File: config.mk
export PLATFORM = sky130hd
export DESIGN_NAME = integer_to_roman_text_core
export DESIGN_NICKNAME = d
export VERILOG_FILES = /design/src/design/itrt_pkg.sv /design/src/design/itrt_front.sv /design/src/design/itrt_queue.sv /design/src/design/itrt_back.sv /design/src/design/integer_to_roman_text_core.sv
export SDC_FILE = /design/constraint.sdc
export NUM_CORES = 1
export LEC_CHECK = 0
export ABC_CLOCK_PERIOD_IN_PS = 2800
export BUFFER_PORTS_ARGS = -buffer_cell sky130_fd_sc_hd__buf_2
export CAP_MARGIN = 0
export CORE_MARGIN = 1
export CORE_UTILIZATION = 40
export CTS_CLUSTER_SIZE = 8
export DETAILED_ROUTE_END_ITERATION = 8
export PLACE_DENSITY = 0.67
export RECOVER_POWER = 50
export SYNTH_ARGS = -nofsm -noshare
export SYNTH_HDL_FRONTEND = slang
export SYNTH_SLANG_ARGS = --single-unit
export TNS_END_PERCENT = 10
File: constraint.sdc
create_clock -name clk -period 2.8 [get_ports clk]
set_input_delay 0.56 -clock clk [delete_from_list [all_inputs] [get_ports clk]]
set_output_delay 0.56 -clock clk [all_outputs]
set_load 0.05 [all_outputs]
File: src/design/itrt_pkg.sv
// Shared types, constants and helper functions for the integer to Roman text block.
// Used by the front converter, the queue, the character sequencer and the top level.
// No dependencies.
package itrt_pkg;

    // Width of the binary input and the packed BCD form.
    localparam int BIN_W = 12;
    localparam int BCD_W = 16;
    localparam int CHAR_W = 7;
    localparam int QUEUE_DEPTH = 2;

    localparam logic [BIN_W-1:0] NUMBER_MAX = 12'd3999;

    // ASCII codes of the characters the block emits.
    localparam logic [CHAR_W-1:0] ASCII_ZERO = 7'h30;
    localparam logic [CHAR_W-1:0] ASCII_EQ = 7'h3D;
    localparam logic [CHAR_W-1:0] ASCII_M = 7'h4D;
    localparam logic [CHAR_W-1:0] ASCII_D = 7'h44;
    localparam logic [CHAR_W-1:0] ASCII_C = 7'h43;
    localparam logic [CHAR_W-1:0] ASCII_L = 7'h4C;
    localparam logic [CHAR_W-1:0] ASCII_X = 7'h58;
    localparam logic [CHAR_W-1:0] ASCII_V = 7'h56;
    localparam logic [CHAR_W-1:0] ASCII_I = 7'h49;

    // Digit positions: thousands first, units last.
    localparam logic [1:0] POS_THOUSANDS = 2'd0;
    localparam logic [1:0] POS_HUNDREDS = 2'd1;
    localparam logic [1:0] POS_TENS = 2'd2;
    localparam logic [1:0] POS_UNITS = 2'd3;

    typedef logic [BCD_W-1:0] bcd_t;
    typedef logic [3:0] digit_t;
    typedef logic [CHAR_W-1:0] char_t;
    typedef logic [1:0] pos_t;

    typedef enum logic [1:0] {
        F_IDLE,
        F_CONV,
        F_PUSH
    } front_state_t;

    typedef enum logic [1:0] {
        B_IDLE,
        B_DEC,
        B_EQ,
        B_ROM
    } back_state_t;

    // Handshake from the front converter towards the queue.
    typedef struct packed {
        logic valid;
        bcd_t bcd;
    } push_t;

    // Handshake from the queue towards the sequencer.
    typedef struct packed {
        logic empty;
        logic full;
        bcd_t bcd;
    } queue_status_t;

    // Pick one decimal digit out of the packed BCD word.
    function automatic digit_t get_digit(input bcd_t bcd, input pos_t pos);
        digit_t d;
        unique case (pos)
            POS_THOUSANDS: d = bcd[15:12];
            POS_HUNDREDS:  d = bcd[11:8];
            POS_TENS:      d = bcd[7:4];
            default:       d = bcd[3:0];
        endcase
        return d;
    endfunction

    // True when every digit after the given position is zero.
    function automatic logic lower_zero(input bcd_t bcd, input pos_t pos);
        logic z;
        unique case (pos)
            POS_THOUSANDS: z = (bcd[11:0] == 12'd0);
            POS_HUNDREDS:  z = (bcd[7:0] == 8'd0);
            POS_TENS:      z = (bcd[3:0] == 4'd0);
            default:       z = 1'b1;
        endcase
        return z;
    endfunction

    // Roman letter worth one unit of the digit position.
    function automatic char_t letter_one(input pos_t pos);
        char_t c;
        unique case (pos)
            POS_THOUSANDS: c = ASCII_M;
            POS_HUNDREDS:  c = ASCII_C;
            POS_TENS:      c = ASCII_X;
            default:       c = ASCII_I;
        endcase
        return c;
    endfunction

    // Roman letter worth five units; thousands never need one.
    function automatic char_t letter_five(input pos_t pos);
        char_t c;
        unique case (pos)
            POS_HUNDREDS: c = ASCII_D;
            POS_TENS:     c = ASCII_L;
            POS_UNITS:    c = ASCII_V;
            default:      c = ASCII_M;
        endcase
        return c;
    endfunction

    // Roman letter worth ten units of the position.
    function automatic char_t letter_ten(input pos_t pos);
        char_t c;
        unique case (pos)
            POS_HUNDREDS: c = ASCII_M;
            POS_TENS:     c = ASCII_C;
            POS_UNITS:    c = ASCII_X;
            default:      c = ASCII_M;
        endcase
        return c;
    endfunction

endpackage

File: src/design/itrt_front.sv
// Front part: accepts a number, clamps it to 3999 and converts it to BCD by
// shift and add-three, one bit a cycle. Depends on itrt_pkg.
module itrt_front (
    input  logic                 clk,
    input  logic                 rst_n,
    input  logic                 number_valid,
    output logic                 number_stall,
    input  logic [11:0]          number,
    input  logic                 queue_full,
    output itrt_pkg::push_t      push
);
    import itrt_pkg::*;

    front_state_t      state_reg, state_next;
    logic [BIN_W-1:0]  bin_reg, bin_next;
    bcd_t              bcd_reg, bcd_next;
    logic [3:0]        cnt_reg, cnt_next;
    bcd_t              bcd_adj;

    // Add three to every BCD digit of five or more before the shift.
    always_comb
    begin
        for (int i = 0; i < 4; i++)
        begin
            if (bcd_reg[i*4 +: 4] >= 4'd5)
                bcd_adj[i*4 +: 4] = bcd_reg[i*4 +: 4] + 4'd3;
            else
                bcd_adj[i*4 +: 4] = bcd_reg[i*4 +: 4];
        end
    end

    assign number_stall = (state_reg != F_IDLE);
    assign push.valid = (state_reg == F_PUSH);
    assign push.bcd = bcd_reg;

    // Next state and data path of the converter.
    always_comb
    begin
        state_next = state_reg;
        bin_next = bin_reg;
        bcd_next = bcd_reg;
        cnt_next = cnt_reg;
        unique case (state_reg)
            F_IDLE:
            begin
                if (number_valid)
                begin
                    bin_next = (number > NUMBER_MAX) ? NUMBER_MAX : number;
                    bcd_next = '0;
                    cnt_next = '0;
                    state_next = F_CONV;
                end
            end
            F_CONV:
            begin
                // The top BCD bit is never set for values up to 3999.
                {bcd_next, bin_next} = {bcd_adj[BCD_W-2:0], bin_reg, 1'b0};
                cnt_next = cnt_reg + 4'd1;
                if (cnt_reg == 4'(BIN_W - 1))
                    state_next = F_PUSH;
            end
            F_PUSH:
            begin
                if (!queue_full)
                    state_next = F_IDLE;
            end
            default:
            begin
                state_next = F_IDLE;
            end
        endcase
    end

    // Control state.
    always_ff @(posedge clk or negedge rst_n)
    begin
        if (!rst_n)
        begin
            state_reg <= F_IDLE;
            cnt_reg <= '0;
        end
        else
        begin
            state_reg <= state_next;
            cnt_reg <= cnt_next;
        end
    end

    // Conversion data.
    always_ff @(posedge clk)
    begin
        bin_reg <= bin_next;
        bcd_reg <= bcd_next;
    end

endmodule

File: src/design/itrt_queue.sv
// Two-entry queue of converted BCD values between the front and back parts.
// Depends on itrt_pkg.
module itrt_queue (
    input  logic                       clk,
    input  logic                       rst_n,
    input  itrt_pkg::push_t            push,
    input  logic                       pop,
    output itrt_pkg::queue_status_t    status
);
    import itrt_pkg::*;

    bcd_t        entry_reg [QUEUE_DEPTH];
    logic        wr_ptr_reg, wr_ptr_next;
    logic        rd_ptr_reg, rd_ptr_next;
    logic [1:0]  count_reg, count_next;
    logic        do_push;
    logic        do_pop;

    assign status.empty = (count_reg == 2'd0);
    assign status.full = (count_reg == 2'(QUEUE_DEPTH));
    assign status.bcd = entry_reg[rd_ptr_reg];

    assign do_push = push.valid && !status.full;
    assign do_pop = pop && !status.empty;

    // Pointer and fill count update.
    always_comb
    begin
        wr_ptr_next = do_push ? ~wr_ptr_reg : wr_ptr_reg;
        rd_ptr_next = do_pop ? ~rd_ptr_reg : rd_ptr_reg;
        count_next = count_reg;
        if (do_push && !do_pop)
            count_next = count_reg + 2'd1;
        else if (do_pop && !do_push)
            count_next = count_reg - 2'd1;
    end

    always_ff @(posedge clk or negedge rst_n)
    begin
        if (!rst_n)
        begin
            wr_ptr_reg <= 1'b0;
            rd_ptr_reg <= 1'b0;
            count_reg <= '0;
        end
        else
        begin
            wr_ptr_reg <= wr_ptr_next;
            rd_ptr_reg <= rd_ptr_next;
            count_reg <= count_next;
        end
    end

    // Entry storage.
    always_ff @(posedge clk)
    begin
        if (do_push)
            entry_reg[wr_ptr_reg] <= push.bcd;
    end

endmodule

File: src/design/itrt_back.sv
// Back part: walks the BCD digits of one item and emits the decimal text, '='
// and the Roman numeral (none for zero), one character a cycle unless stalled,
// into an output register. Depends on itrt_pkg.
module itrt_back (
    input  logic                        clk,
    input  logic                        rst_n,
    input  itrt_pkg::queue_status_t     status,
    output logic                        pop,
    output logic                        result_valid,
    input  logic                        result_stall,
    output logic [6:0]                  character,
    output logic                        last
);
    import itrt_pkg::*;

    back_state_t  state_reg, state_next;
    bcd_t         bcd_reg, bcd_next;
    pos_t         pos_reg, pos_next;
    digit_t       rem_reg, rem_next;
    logic         pend_reg, pend_next;
    char_t        pend_char_reg, pend_char_next;
    logic         out_valid_reg, out_valid_next;
    char_t        out_char_reg, out_char_next;
    logic         out_last_reg, out_last_next;

    logic         adv;
    logic         emit;
    char_t        emit_char;
    logic         lz;
    pos_t         first_pos;
    digit_t       rem_after;
    logic         pend_after;

    assign result_valid = out_valid_reg;
    assign character = out_char_reg;
    assign last = out_last_reg;

    // The sequencer moves on when the output register is free or being taken.
    assign adv = !out_valid_reg || !result_stall;
    assign lz = lower_zero(bcd_reg, pos_reg);

    // Position of the leading decimal digit; units when the value is zero.
    always_comb
    begin
        priority if (status.bcd[15:12] != 4'd0)
            first_pos = POS_THOUSANDS;
        else if (status.bcd[11:8] != 4'd0)
            first_pos = POS_HUNDREDS;
        else if (status.bcd[7:4] != 4'd0)
            first_pos = POS_TENS;
        else
            first_pos = POS_UNITS;
    end

    // Sequencer next state and character selection.
    always_comb
    begin
        state_next = state_reg;
        bcd_next = bcd_reg;
        pos_next = pos_reg;
        rem_next = rem_reg;
        pend_next = pend_reg;
        pend_char_next = pend_char_reg;
        pop = 1'b0;
        emit = 1'b0;
        emit_char = ASCII_EQ;
        rem_after = rem_reg;
        pend_after = 1'b0;
        out_valid_next = out_valid_reg;
        out_char_next = out_char_reg;
        out_last_next = out_last_reg;

        unique case (state_reg)
            B_IDLE:
            begin
                if (!status.empty)
                begin
                    pop = 1'b1;
                    bcd_next = status.bcd;
                    pos_next = first_pos;
                    state_next = B_DEC;
                end
            end
            B_DEC:
            begin
                if (adv)
                begin
                    emit = 1'b1;
                    emit_char = ASCII_ZERO + char_t'(get_digit(bcd_reg, pos_reg));
                    out_last_next = 1'b0;
                    if (pos_reg == POS_UNITS)
                        state_next = B_EQ;
                    else
                        pos_next = pos_reg + 2'd1;
                end
            end
            B_EQ:
            begin
                if (adv)
                begin
                    emit = 1'b1;
                    emit_char = ASCII_EQ;
                    out_last_next = (bcd_reg == '0);
                    pend_next = 1'b0;
                    if (bcd_reg == '0)
                        state_next = B_IDLE;
                    else
                    begin
                        pos_next = POS_THOUSANDS;
                        rem_next = get_digit(bcd_reg, POS_THOUSANDS);
                        state_next = B_ROM;
                    end
                end
            end
            B_ROM:
            begin
                if (adv)
                begin
                    // Greedy choice within one digit position.
                    priority if (pend_reg)
                    begin
                        emit = 1'b1;
                        emit_char = pend_char_reg;
                    end
                    else if (rem_reg == 4'd0)
                    begin
                        emit = 1'b0;
                    end
                    else if (rem_reg == 4'd9)
                    begin
                        emit = 1'b1;
                        emit_char = letter_one(pos_reg);
                        pend_after = 1'b1;
                        pend_char_next = letter_ten(pos_reg);
                        rem_after = 4'd0;
                    end
                    else if (rem_reg >= 4'd5)
                    begin
                        emit = 1'b1;
                        emit_char = letter_five(pos_reg);
                        rem_after = rem_reg - 4'd5;
                    end
                    else if (rem_reg == 4'd4)
                    begin
                        emit = 1'b1;
                        emit_char = letter_one(pos_reg);
                        pend_after = 1'b1;
                        pend_char_next = letter_five(pos_reg);
                        rem_after = 4'd0;
                    end
                    else
                    begin
                        emit = 1'b1;
                        emit_char = letter_one(pos_reg);
                        rem_after = rem_reg - 4'd1;
                    end

                    pend_next = pend_after;
                    rem_next = rem_after;
                    out_last_next = !pend_after && (rem_after == 4'd0) && lz;

                    // Digit finished: go to the next position or end the run.
                    if (!pend_after && (rem_after == 4'd0))
                    begin
                        if (lz)
                            state_next = B_IDLE;
                        else
                        begin
                            pos_next = pos_reg + 2'd1;
                            rem_next = get_digit(bcd_reg, pos_reg + 2'd1);
                        end
                    end
                end
            end
            default:
            begin
                state_next = B_IDLE;
            end
        endcase

        // Output register: loaded whenever the sequencer advances outside idle; in idle its valid flag is cleared.
        if (adv && state_reg != B_IDLE)
        begin
            out_valid_next = emit;
            out_char_next = emit_char;
        end
        else if (adv)
        begin
            out_valid_next = 1'b0;
        end
    end

    // Control state.
    always_ff @(posedge clk or negedge rst_n)
    begin
        if (!rst_n)
        begin
            state_reg <= B_IDLE;
            pend_reg <= 1'b0;
            out_valid_reg <= 1'b0;
        end
        else
        begin
            state_reg <= state_next;
            pend_reg <= pend_next;
            out_valid_reg <= out_valid_next;
        end
    end

    // Payload and working registers.
    always_ff @(posedge clk)
    begin
        bcd_reg <= bcd_next;
        pos_reg <= pos_next;
        rem_reg <= rem_next;
        pend_char_reg <= pend_char_next;
        out_char_reg <= out_char_next;
        out_last_reg <= out_last_next;
    end

endmodule

File: src/design/integer_to_roman_text_core.sv
// Top level of the integer to Roman text block.
// Instantiates itrt_front, itrt_queue and itrt_back; depends on itrt_pkg.
//
// Usage:
//   Input channel: number (12 bits) with number_valid and number_stall. An item is
//   taken on a rising edge with number_valid high and number_stall low. Values
//   above 3999 are clamped to 3999.
//   Output channel: character (7-bit ASCII) and last, with result_valid and
//   result_stall. Each item produces its decimal text, '=', then the Roman
//   numeral (none for zero), one character per accepted result; last marks the final one.
//   Sequence: the front converts each item to BCD and pushes it into the queue;
//   the back pops it and presents each character through its output register.
//   Throughput: the back sequencer emits one character a cycle while
//   result_stall is low, pausing for each item to load it and at each zero
//   digit ahead of the last non-zero one; the front takes a new item once it
//   has pushed the last one, overlapping with the back through a two-entry queue.
//   Reset: rst_n clears the queue, the converter and the output register; no
//   result is valid after reset.
//   Stall: while result_stall is high the character is held and the sequencer
//   waits; the queue then fills, the front holds its converted value, and
//   number_stall stays high until there is room again.
module integer_to_roman_text_core (
    input  logic        clk,
    input  logic        rst_n,
    input  logic        number_valid,
    output logic        number_stall,
    input  logic [11:0] number,
    output logic        result_valid,
    input  logic        result_stall,
    output logic [6:0]  character,
    output logic        last
);
    import itrt_pkg::*;

    push_t          push;
    queue_status_t  status;
    logic           pop;

    itrt_front u_front (
        .clk          (clk),
        .rst_n        (rst_n),
        .number_valid (number_valid),
        .number_stall (number_stall),
        .number       (number),
        .queue_full   (status.full),
        .push         (push)
    );

    itrt_queue u_queue (
        .clk    (clk),
        .rst_n  (rst_n),
        .push   (push),
        .pop    (pop),
        .status (status)
    );

    itrt_back u_back (
        .clk          (clk),
        .rst_n        (rst_n),
        .status       (status),
        .pop          (pop),
        .result_valid (result_valid),
        .result_stall (result_stall),
        .character    (character),
        .last         (last)
    );

endmodule
==> summary.txt, run 1 <==
Run status
  – Outcome: finished, final reports clean

Detailed routing
  – DRC viols: 0
  – WL per Instance: 15.0 microns
  – Number of DRC markers in iteration 0: 333
  – Pre-antenna DRT Iters: 8
  – Vias: 3522
  – Final wirelength: 9770 microns
  – Via density per instance: 5.40
  – Final ANT Viol Nets: 0

Synthesis
  – Post-synth EDFFs: 95
  – Seq/Total Area, Yosys: 0.592
  – Yosys reg bits: 109
  – Syn Nets: 488
  – Synth Flop Type: edfxtp_1
  – Cell Area, Synth: 5410 sq um
  – Cell taking the most area after synthesis: edfxtp_1
  – Largest cells by area after synthesis: edfxtp_1 53%, dfrtp_1 6.5%, ha_1 5.6%
  – Synth top area share: 0.528
  – Synth async-reset ratio: 0.128
  – Post-synthesis cell count: 448
  – Synthesis Warnings: 0
  – Post-Syn Area per Cell: 12.1 sq um
  – Cell variety after synth: 56

Worst setup path
  – Startpoint types: flop
  – CP Max Fanout: 9
  – CP arrival: 2680 ps
  – Sum of buffers and inverters on the critical path: 1
  – Worst R2R Start: u_back.pos_reg[0]$_DFFE_PP_
  – Critical path class: flop to flop
  – Worst path depth: 7
  – Kind of cell adding the most delay to the critical path: compound AO/OA/AOI/OAI gates
  – R2R Setup Slk: 380 ps
  – Reg-to-reg endpoint: u_back.state_reg[1]$_DFFE_PN0P_
  – Crit end category: flop
  – Max stage delay on crit path: 480 ps
  – Cells along the critical path: inv_1 > ha_1 > a2111oi_1 > or3_4 > o41ai_4 > a31oi_1 > a41oi_1
  – Slowest-stage cell, CP: edfxtp_1
  – CP required: 3060 ps
  – R2R cell count: 7

Power and ir drop
  – P per Cell Area: 1200 nW/um^2
  – P_int: 4.33 mW
  – Peak VDD IR: 0.000487 V
  – Clk network pwr share: 0.172
  – P_leak: 2.21 nW
  – Sw frac: 0.395
  – Power share of the combinational group: 0.409
  – Switching power: 2.83 mW
  – Final Total Pwr: 7.16 mW
  – Share of power burned in registers: 0.418

Clock network
  – CTS resizes: 0
  – CTS Root Cell: clkbuf_16
  – CTS max path bufs: 2
  – Clk slew on worst S/H paths: 70 ps
  – H-tree Lvls: 3
  – # Post-CTS Setup Buffers: 0
  – Worst-Skew Late Latency: 350 ps
  – Sink Count: 109
  – CTS buffer count: 9
  – CTS tree: yes
  – Hold Buf Count CTS: 0

Run
  – Max_cap viols: 0

Cells and area
  – Fin util: 0.451
  – Max FFs per register: 32
  – Area Growth Syn to Fin: 10.1%
  – Antenna diode count: 0
  – Nets: 511
  – Layout cells sized above 1: 0.111

Timing
  – Final setup violation count: 0
  – Final critical-path share of the clock period: 0.864
  – Setup TNS: 0 ps
  – Final Max Slew Viols: 0
  – RSZ-0062 raised after global routing: no
  – Worst slew pin tran: 901 ps
  – Clock skew: 5.50 ps
  – Final Hold Viols: 0
  – Tmin final: 2420 ps
  – Final worst-path setup slack: 379 ps
  – Rel. slew slack: 0.399
  – Final hold slack: 254 ps
  – Fmax: 413 MHz

Global route
  – GRT overflow: 0
  – First-pass GRT wire length: 16300 microns
  – Grt peak-use layer: met2
  – GR Layer Usage met1: 0.176
  – Gr usage total: 0.150
  – Met3 usage: 0.0420
  – Initial antenna violation count: 0
  – Vias in the first global route: 3399
  – GRT met2 Usage: 0.254
  – Largest net degree at the start of global routing: 29

Floorplanning
  – Die area: 14000 sq um
  – Initial core utilization: 0.410
  – Row count: 42
  – Core area: 13200 sq um
  – # IOs: 26
  – DIE HEIGHT: 118 microns
  – Die W: 118 microns

Placement
  – RePlAce Congestion: 0.940
  – Hpwl dp: 7180 microns
  – Place WS: 438 ps
  – Port-buffer cells: 25

Worst hold path
  – Worst min-delay path class: input pin to async pin
cell usage after synthesis (4+ instances only):
master / n
a21oi_1: 32
a222oi_1: 8
a22o_1: 4
clkbuf_1: 12
dfrtp_1: 14
edfxtp_1: 95
ha_1: 24
inv_1: 20
mux2_2: 18
nand2_1: 49
nand2b_1: 8
nand3_1: 4
nor2_1: 38
nor2b_1: 7
nor3_1: 6
nor4_1: 6
o211ai_1: 4
o21ai_0: 29
o221ai_1: 5
o22a_1: 4
xnor2_1: 6
xor2_1: 6
cell usage in the layout, fill, tap and decap left out, types with 2 or more instances in the layout:
master / instances
a21o_1: 2
a21oi_1: 32
a222oi_1: 8
a22o_1: 4
a22oi_1: 2
a31o_2: 2
a31oi_1: 2
a41oi_1: 2
and2_1: 3
buf_2: 15
buf_4: 2
clkbuf_1: 16
clkbuf_16: 10
clkinv_4: 2
dfrtp_1: 14
edfxtp_1: 95
ha_1: 24
inv_1: 20
mux2_1: 8
mux2_2: 10
mux2i_1: 3
nand2_1: 49
nand2b_1: 8
nand3_1: 4
nor2_1: 38
nor2b_1: 7
nor3_1: 6
nor3b_1: 2
nor4_1: 6
o211ai_1: 4
o21ai_0: 29
o21bai_1: 2
o221ai_1: 5
o22a_1: 4
o22ai_1: 2
or2_2: 2
xnor2_1: 6
xor2_1: 6
through the flow:
| step | cells | area (sq um) |
|---|---|---|
| 2_1_floorplan | 448 | 5410 |
| 3_3_place_gp | 636 | 5690 |
| 3_5_place_dp | 636 | 5690 |
| 4_1_cts | 652 | 5980 |
| 5_1_grt | 652 | 5950 |
| 6_report | 652 | 5950 |
metal layers:
metal  wire length [microns]  vias to the layer above
met5                       0                        -
li1                        -                     1712
met4                     214                        0
met1                    4260                     1687
met3                     462                       21
met2                    4830                      102
final cells by class:
cell class	instances	area (sq um)
repair buffers	32	148
clock inverters	4	37.5
inverters	20	75.1
clock buffers	12	258
multi-input cells	299	2010
well taps	176	220
fillers	1201	7240
flip-flops and latches	109	3200
worst max path at each step:
stage	startpoint	endpoint	slack, ps
after floorplan	u_back.rem_reg[0]$_DFFE_PP_	u_back.rem_reg[0]$_DFFE_PP_	600
after global placement	u_back.rem_reg[0]$_DFFE_PP_	u_back.rem_reg[1]$_DFFE_PP_	540
after detailed placement	u_back.pos_reg[0]$_DFFE_PP_	u_back.state_reg[1]$_DFFE_PN0P_	440
after CTS	u_back.pos_reg[0]$_DFFE_PP_	u_back.state_reg[1]$_DFFE_PN0P_	410
after global routing	u_back.rem_reg[1]$_DFFE_PP_	u_back.pos_reg[1]$_DFFE_PP_	190
final	u_back.pos_reg[0]$_DFFE_PP_	u_back.state_reg[1]$_DFFE_PN0P_	380
logic make-up after synthesis:
kind of cell               synth area share
DFF                                   0.592
AOI/OAI and AO/OA                     0.132
buffers and inverters                0.0354
xor gates and xnor gates             0.0194
muxes                                0.0430
and+or+nand+nor                       0.122
adders and majority gates            0.0555
power groups by stage:
stage | Combinational (mW) | Clock (mW) | Sequential [mW]
floorplan | 2.25 | 0 | 3.04
detailed placement | 2.97 | 0 | 3.02
finish | 2.93 | 1.23 | 2.99
global placement | 2.88 | 0 | 2.99
CTS | 2.99 | 1.28 | 2.99
global route | 3.29 | 1.33 | 3.06
worst reg2reg max path: cells and delay by family, from the launching register on:
| family | cells | cell delay, ps |
|---|---|---|
| simple gates | 1 | 450 |
| compound gates | 4 | 890 |
| fa+ha+maj | 1 | 350 |
| flops | 1 | 480 |
| buf+inv | 1 | 170 |
Note: power is estimated with default switching activity, not from simulation.
==> inputs of run 2 (changes only) <==
- CORE_MARGIN: 1 -> unset
- SYNTH_HIERARCHICAL: unset -> 1
==> run 2 against run 1 <==
Compared with the run above: via count rose by 1.1%; total power fell by 0.68%; combinational power fell by 2%.
==> summary.txt, run 2 <==
Clock network
  – H-tree Lvls: 3
  – # Post-CTS Setup Buffers: 0
  – CTS buffer count: 9
  – CTS max path bufs: 2
  – Sink Count: 109
  – Hold Buf Count CTS: 0
  – CTS tree: yes
  – Worst-Skew Late Latency: 350 ps
  – Clk slew on worst S/H paths: 70 ps
  – CTS Root Cell: clkbuf_16
  – CTS resizes: 0

Global route
  – GRT overflow: 0
  – Vias in the first global route: 3588
  – Largest net degree at the start of global routing: 29
  – Gr usage total: 0.147
  – Initial antenna violation count: 0
  – First-pass GRT wire length: 16500 microns

Synthesis
  – Most common cell in the synthesized netlist: edfxtp_1
  – Cell variety after synth: 59
  – Post-synthesis cell count: 461
  – Cell taking the most area after synthesis: edfxtp_1
  – Syn Nets: 501
  – Yosys reg bits: 109
  – Synth cell count leaders: 95 x edfxtp_1, 63 x nand2_1, 40 x nor2_1
  – Synth Flop Type: edfxtp_1
  – Synth async-reset ratio: 0.128
  – Post-Syn Area per Cell: 11.9 sq um
  – Cell Area, Synth: 5470 sq um
  – Post-synth EDFFs: 95
  – Seq/Total Area, Yosys: 0.585
  – Synthesis Warnings: 6
  – Largest cells by area after synthesis: edfxtp_1 52%, dfrtp_1 6.4%, ha_1 5.5%
  – Synth top area share: 0.521

Worst setup path
  – Crit path launch: u_back/rem_reg[0]$_DFFE_PP_
  – R2R cell count: 7
  – Reg-to-reg endpoint: u_back/pos_reg[0]$_DFFE_PP_
  – Critical path class: flop to flop
  – R2R Setup Slk: 420 ps
  – Crit end category: flop
  – CP required: 2840 ps
  – Startpoint types: flop
  – Critical Path End: u_back/pos_reg[0]$_DFFE_PP_
  – Worst R2R Start: u_back/rem_reg[0]$_DFFE_PP_
  – CP Max Fanout: 8
  – CP arrival: 2420 ps

Detailed routing
  – Final ANT Viol Nets: 0
  – Number of DRC markers in iteration 0: 209
  – Met2 wire len: 4830 microns
  – WL per Instance: 14.7 microns
  – Vias: 3559
  – Met1 wire length: 4200 microns
  – Top sig layer: met4
  – DRC viols: 0
  – Via density per instance: 5.33
  – Final wirelength: 9800 microns
  – Routed wl met3: 453 microns
  – Pre-antenna DRT Iters: 5

Placement
  – RePlAce Congestion: 0.855
  – Area after DPL: 5760 sq um
  – Port-buffer cells: 25
  – Hpwl dp: 7050 microns
  – Place WS: 424 ps
  – Placed cell count: 652

Timing
  – Worst slew pin tran: 878 ps
  – Tmin final: 2380 ps
  – RSZ-0062 raised after global routing: no
  – Final setup violation count: 0
  – Clock skew: 8.17 ps
  – Final critical-path share of the clock period: 0.849
  – Setup TNS: 0 ps
  – Final Max Slew Viols: 0
  – Fmax: 421 MHz
  – Rel. slew slack: 0.415
  – Final Hold Viols: 0
  – Final worst-path setup slack: 423 ps

Floorplanning
  – Initial core utilization: 0.412
  – Die W: 119 microns
  – # IOs: 26
  – DIE HEIGHT: 119 microns
  – Core area: 13300 sq um
  – Die area: 14200 sq um
  – Row count: 42

Power and ir drop
  – P per Cell Area: 1190 nW/um^2
  – P_leak: 2.29 nW
  – Final Total Pwr: 7.11 mW
  – Peak VDD IR: 0.000572 V

Run
  – Max_cap viols: 0

Cells and area
  – Most frequent cells in the layout: 95 x edfxtp_1, 63 x nand2_1, 40 x nor2_1
  – Max FFs per register: 32
  – Layout cells sized above 1: 0.102
  – Fin cells: 668
  – Final instance area: 5990 sq um
  – Antenna diode count: 0
  – Commonest non-fill, non-tap cell in the layout: edfxtp_1
  – Nets: 527
  – Area Growth Syn to Fin: 9.44%

Run status
  – Outcome: finished, final reports clean

Worst hold path
  – Worst min-delay path class: input pin to async pin
==> run 2: power breakdown <==
group          switching [mW]  internal, mW  total [mW]
logic                    1.77          1.10        2.87
registers               0.461          2.56        3.02
clock network           0.597         0.626        1.22
==> run 2: cells by family after synthesis <==
logic type / after synthesis / share of synthesized area
muxes: 27 / 0.0601
AOI/OAI and AO/OA: 101 / 0.124
DFF: 109 / 0.585
and+or+nand+nor: 149 / 0.124
xor gates and xnor gates: 8 / 0.0128
buffers and inverters: 43 / 0.0393
adders and majority gates: 24 / 0.0549
==> run 2: final cells by class <==
| type | count | area (sq um) |
|---|---|---|
| well taps | 176 | 220 |
| repair buffers | 34 | 171 |
| multi-input cells | 309 | 2020 |
| flip-flops and latches | 109 | 3200 |
| clock inverters | 7 | 62.6 |
| fillers | 1254 | 7310 |
| clock buffers | 9 | 225 |
| inverters | 24 | 90.1 |
==> run 2: how the worst min path moves through the flow <==
stage | to | slack (ps) | cells after the start
5_1_grt | u_front/cnt_reg[1]$_DFFE_PN0P_ | 340 | 1
2_1_floorplan | u_back/pend_reg$_DFFE_PN0P_ | 260 | 0
3_5_place_dp | u_queue/entry_reg[0][13]$_DFFE_PP_ | 470 | 0
6_report | u_front/cnt_reg[1]$_DFFE_PN0P_ | 280 | 1
3_3_place_gp | u_queue/entry_reg[0][13]$_DFFE_PP_ | 460 | 0
4_1_cts | u_front/cnt_reg[2]$_DFFE_PN0P_ | 100 | 1
==> run 2: stage by stage <==
stage | util | hold slack [ps]
2_1_floorplan | - | 264
3_3_place_gp | 0.433 | 459
3_5_place_dp | 0.433 | 471
4_1_cts | 0.455 | 102
5_1_grt | 0.450 | 339
6_report | 0.450 | 277
==> run 2: metal layers <==
layer	track usage	vias up
met4	0.0720	0
li1	-	1743
met3	0.0421	27
met5	0	-
met2	0.256	110
met1	0.165	1679
==> run 2: critical path: stages, from the launching register on <==
cell and delay, ps:
edfxtp_1 500, inv_1 120, ha_1 290, o2bb2ai_1 130, o21ai_1 190, a2bb2oi_1 290
nand4b_1 260, a21oi_1 290
==> inputs of run 3 (changes only) <==
- ABC_CLOCK_PERIOD_IN_PS: 2800 -> 1990
- PLACE_DENSITY: 0.67 -> 0.69
- clock period: 2.8 -> 1.99 ns (I/O delays scaled with it)
==> run 3 against run 2 <==
Compared with the run above: the run now ends with negative setup slack left; cell count up 8.2%; worst hold slack better by 49 ps; via count up 5.9%; first-iteration DRC count grew 13%; non-clock buffer count rose by 55; critical path depth down 1; total power grew 58%; clock power grew 40%; combinational power grew 85%; largest power group is now combinational logic.
==> summary.txt, run 3 (synthesis gave the netlist of run 2 again) <==
Power and ir drop
  – Switching power: 4.35 mW
  – P_leak: 2.57 nW
  – Share of power burned in registers: 0.374
  – Power share of the combinational group: 0.473
  – P_int: 6.86 mW
  – P per Cell Area: 1720 nW/um^2
  – Peak VDD IR: 0.00108 V
  – Clk network pwr share: 0.153
  – Sw frac: 0.388

Placement
  – RePlAce Congestion: 0.828
  – Port-buffer cells: 25
  – Area after DPL: 6110 sq um
  – Hpwl dp: 7720 microns

Cells and area
  – Fillers: 1189
  – Commonest non-fill, non-tap cell in the layout: edfxtp_1
  – Reg area: 3200 sq um
  – Max FFs per register: 32
  – Most frequent cells in the layout: 95 x edfxtp_1, 63 x nand2_1, 57 x buf_4
  – Final instance area: 6520 sq um
  – Area Growth Syn to Fin: 19.2%
  – Antenna diode count: 0
  – Nets: 582
  – Layout cells sized above 1: 0.232
  – Multi-input gate area: 2140 sq um

Global route
  – First-pass GRT wire length: 17600 microns
  – Largest net degree at the start of global routing: 29
  – Initial antenna violation count: 0
  – Vias in the first global route: 3783
  – Gr usage total: 0.158
  – GRT overflow: 0

Run
  – Max_cap viols: 0

Worst setup path
  – CP arrival: 2120 ps
  – Critical path class: flop to flop
  – Startpoint types: flop
  – CP Max Fanout: 5
  – CP required: 2050 ps
  – Slowest-stage cell, CP: edfxtp_1
  – Cells along the critical path: ha_4 > nand2b_4 > nor4_1 > or3_4 > nand4b_1 > a21oi_2
  – Max stage delay on crit path: 490 ps
  – Crit end category: flop

Timing
  – Final Hold Viols: 0
  – Tmin final: 2060 ps
  – Clock skew: 7.26 ps
  – Final Max Slew Viols: 0
  – Fmax: 485 MHz
  – Final worst-path setup slack: -71.8 ps
  – Rel. slew slack: 0.439
  – Final setup violation count: 7
  – RSZ-0062 raised after global routing: yes
  – Final critical-path share of the clock period: 1.04
  – Worst slew pin tran: 841 ps
  – Setup TNS: -349 ps

Detailed routing
  – Vias: 3769
  – Pre-antenna DRT Iters: 6
  – DRC viols: 0
  – WL per Instance: 14.8 microns
  – Number of DRC markers in iteration 0: 237
  – Final ANT Viol Nets: 0
  – Final wirelength: 10700 microns
  – Via density per instance: 5.21

Floorplanning
  – Initial core utilization: 0.412
  – # IOs: 26
  – Die area: 14200 sq um
  – DIE HEIGHT: 119 microns
  – Row count: 42
  – Core area: 13300 sq um
  – Die W: 119 microns

Clock network
  – CTS buffer count: 9
  – CTS Root Cell: clkbuf_16
  – Sink Count: 109
  – Clk slew on worst S/H paths: 70 ps
  – H-tree Lvls: 3
  – CTS max path bufs: 2
  – Worst-Skew Late Latency: 350 ps
  – CTS tree: yes

Worst hold path
  – Worst min-delay path class: input pin to flop

Run status
  – Failing checks: negative setup slack
  – Outcome: complete, but fails checks
-- run 3: cell types whose count changed in the layout (fill, tap and decap cells not counted), moves of 3 or more --
cell | previous run | this run
o21ai_1 | 1 | 6
inv_1 | 23 | 19
buf_4 | 6 | 57
ha_2 | 0 | 3
inv_2 | 0 | 4
ha_1 | 24 | 19
o21ai_0 | 26 | 20
-- run 3: final cells by class --
cell class / count / area share
inverters: 24 / 0.0138
multi-input cells: 309 / 0.328
flip-flops and latches: 109 / 0.491
clock inverters: 6 / 0.00844
well taps: 176 / 0.0338
clock buffers: 10 / 0.0351
repair buffers: 89 / 0.0898
-- run 3: final timing paths --
| path | start | end | slack, ps | cells past startpoint |
|---|---|---|---|---|
| worst max-delay path | u_back/rem_reg[0]$_DFFE_PP_ | u_back/pos_reg[0]$_DFFE_PP_ | -70 | 6 |
| worst min-delay path | number[8] | u_front/bin_reg[8]$_DFFE_PP_ | 330 | 3 |
| worst max register to register | u_back/rem_reg[0]$_DFFE_PP_ | u_back/pos_reg[0]$_DFFE_PP_ | -70 | 6 |
| worst min register to register | u_front/bcd_reg[13]$_SDFFCE_PP0P_ | u_queue/entry_reg[1][13]$_DFFE_PP_ | 490 | 0 |
| max in group asynchronous | rst_n | u_back/pend_reg$_DFFE_PN0P_ | 810 | 2 |
| min in group asynchronous | rst_n | u_front/cnt_reg[2]$_DFFE_PN0P_ | 660 | 2 |
-- run 3: timing repair --
action | CTS | global route
gates resized for setup | 19 | 6
pin swaps | 18 | 12
setup endpoints to repair | 11 | 21
hold endpoints to repair | 14 | 0
setup buffers | 10 | 0
hold buffers | 1 | 0
-- run 3: worst max-delay path, delay by kind of cell, from the launching register on --
family	cells	cell delay, ps
DFF	1	490
adders and majority gates	1	230
and+or+nand+nor	4	810
AOI/OAI and AO/OA	1	240
-- run 3: metrics by stage --
stage	cells	setup slack, ps	power, mW	util	hold WS, ps
2_1_floorplan	461	-32.4	7.54	-	102
3_3_place_gp	696	-88.2	8.91	0.460	316
3_5_place_dp	696	-192	9.10	0.460	328
4_1_cts	723	-18.7	11.3	0.493	312
5_1_grt	723	-238	12.0	0.490	316
6_report	723	-71.8	11.2	0.490	326
-- run 3: layer usage --
layer	track usage	vias up	part of all wire
li1	-	1852	-
met1	0.179	1813	0.43
met2	0.285	82	0.52
met3	0.0412	22	0.035
met4	0.0546	0	0.024
met5	0	-	0
-- run 3: power by group through the flow --
stage                     clock (mW)  sequential (mW)  combinational [mW]
after CTS                       1.77             4.19                5.34
after detailed placement           0             4.23                4.87
after global routing            1.85             4.29                5.82
after global placement             0             4.17                4.74
after floorplan                    0             4.31                3.23
final                           1.71             4.20                5.31
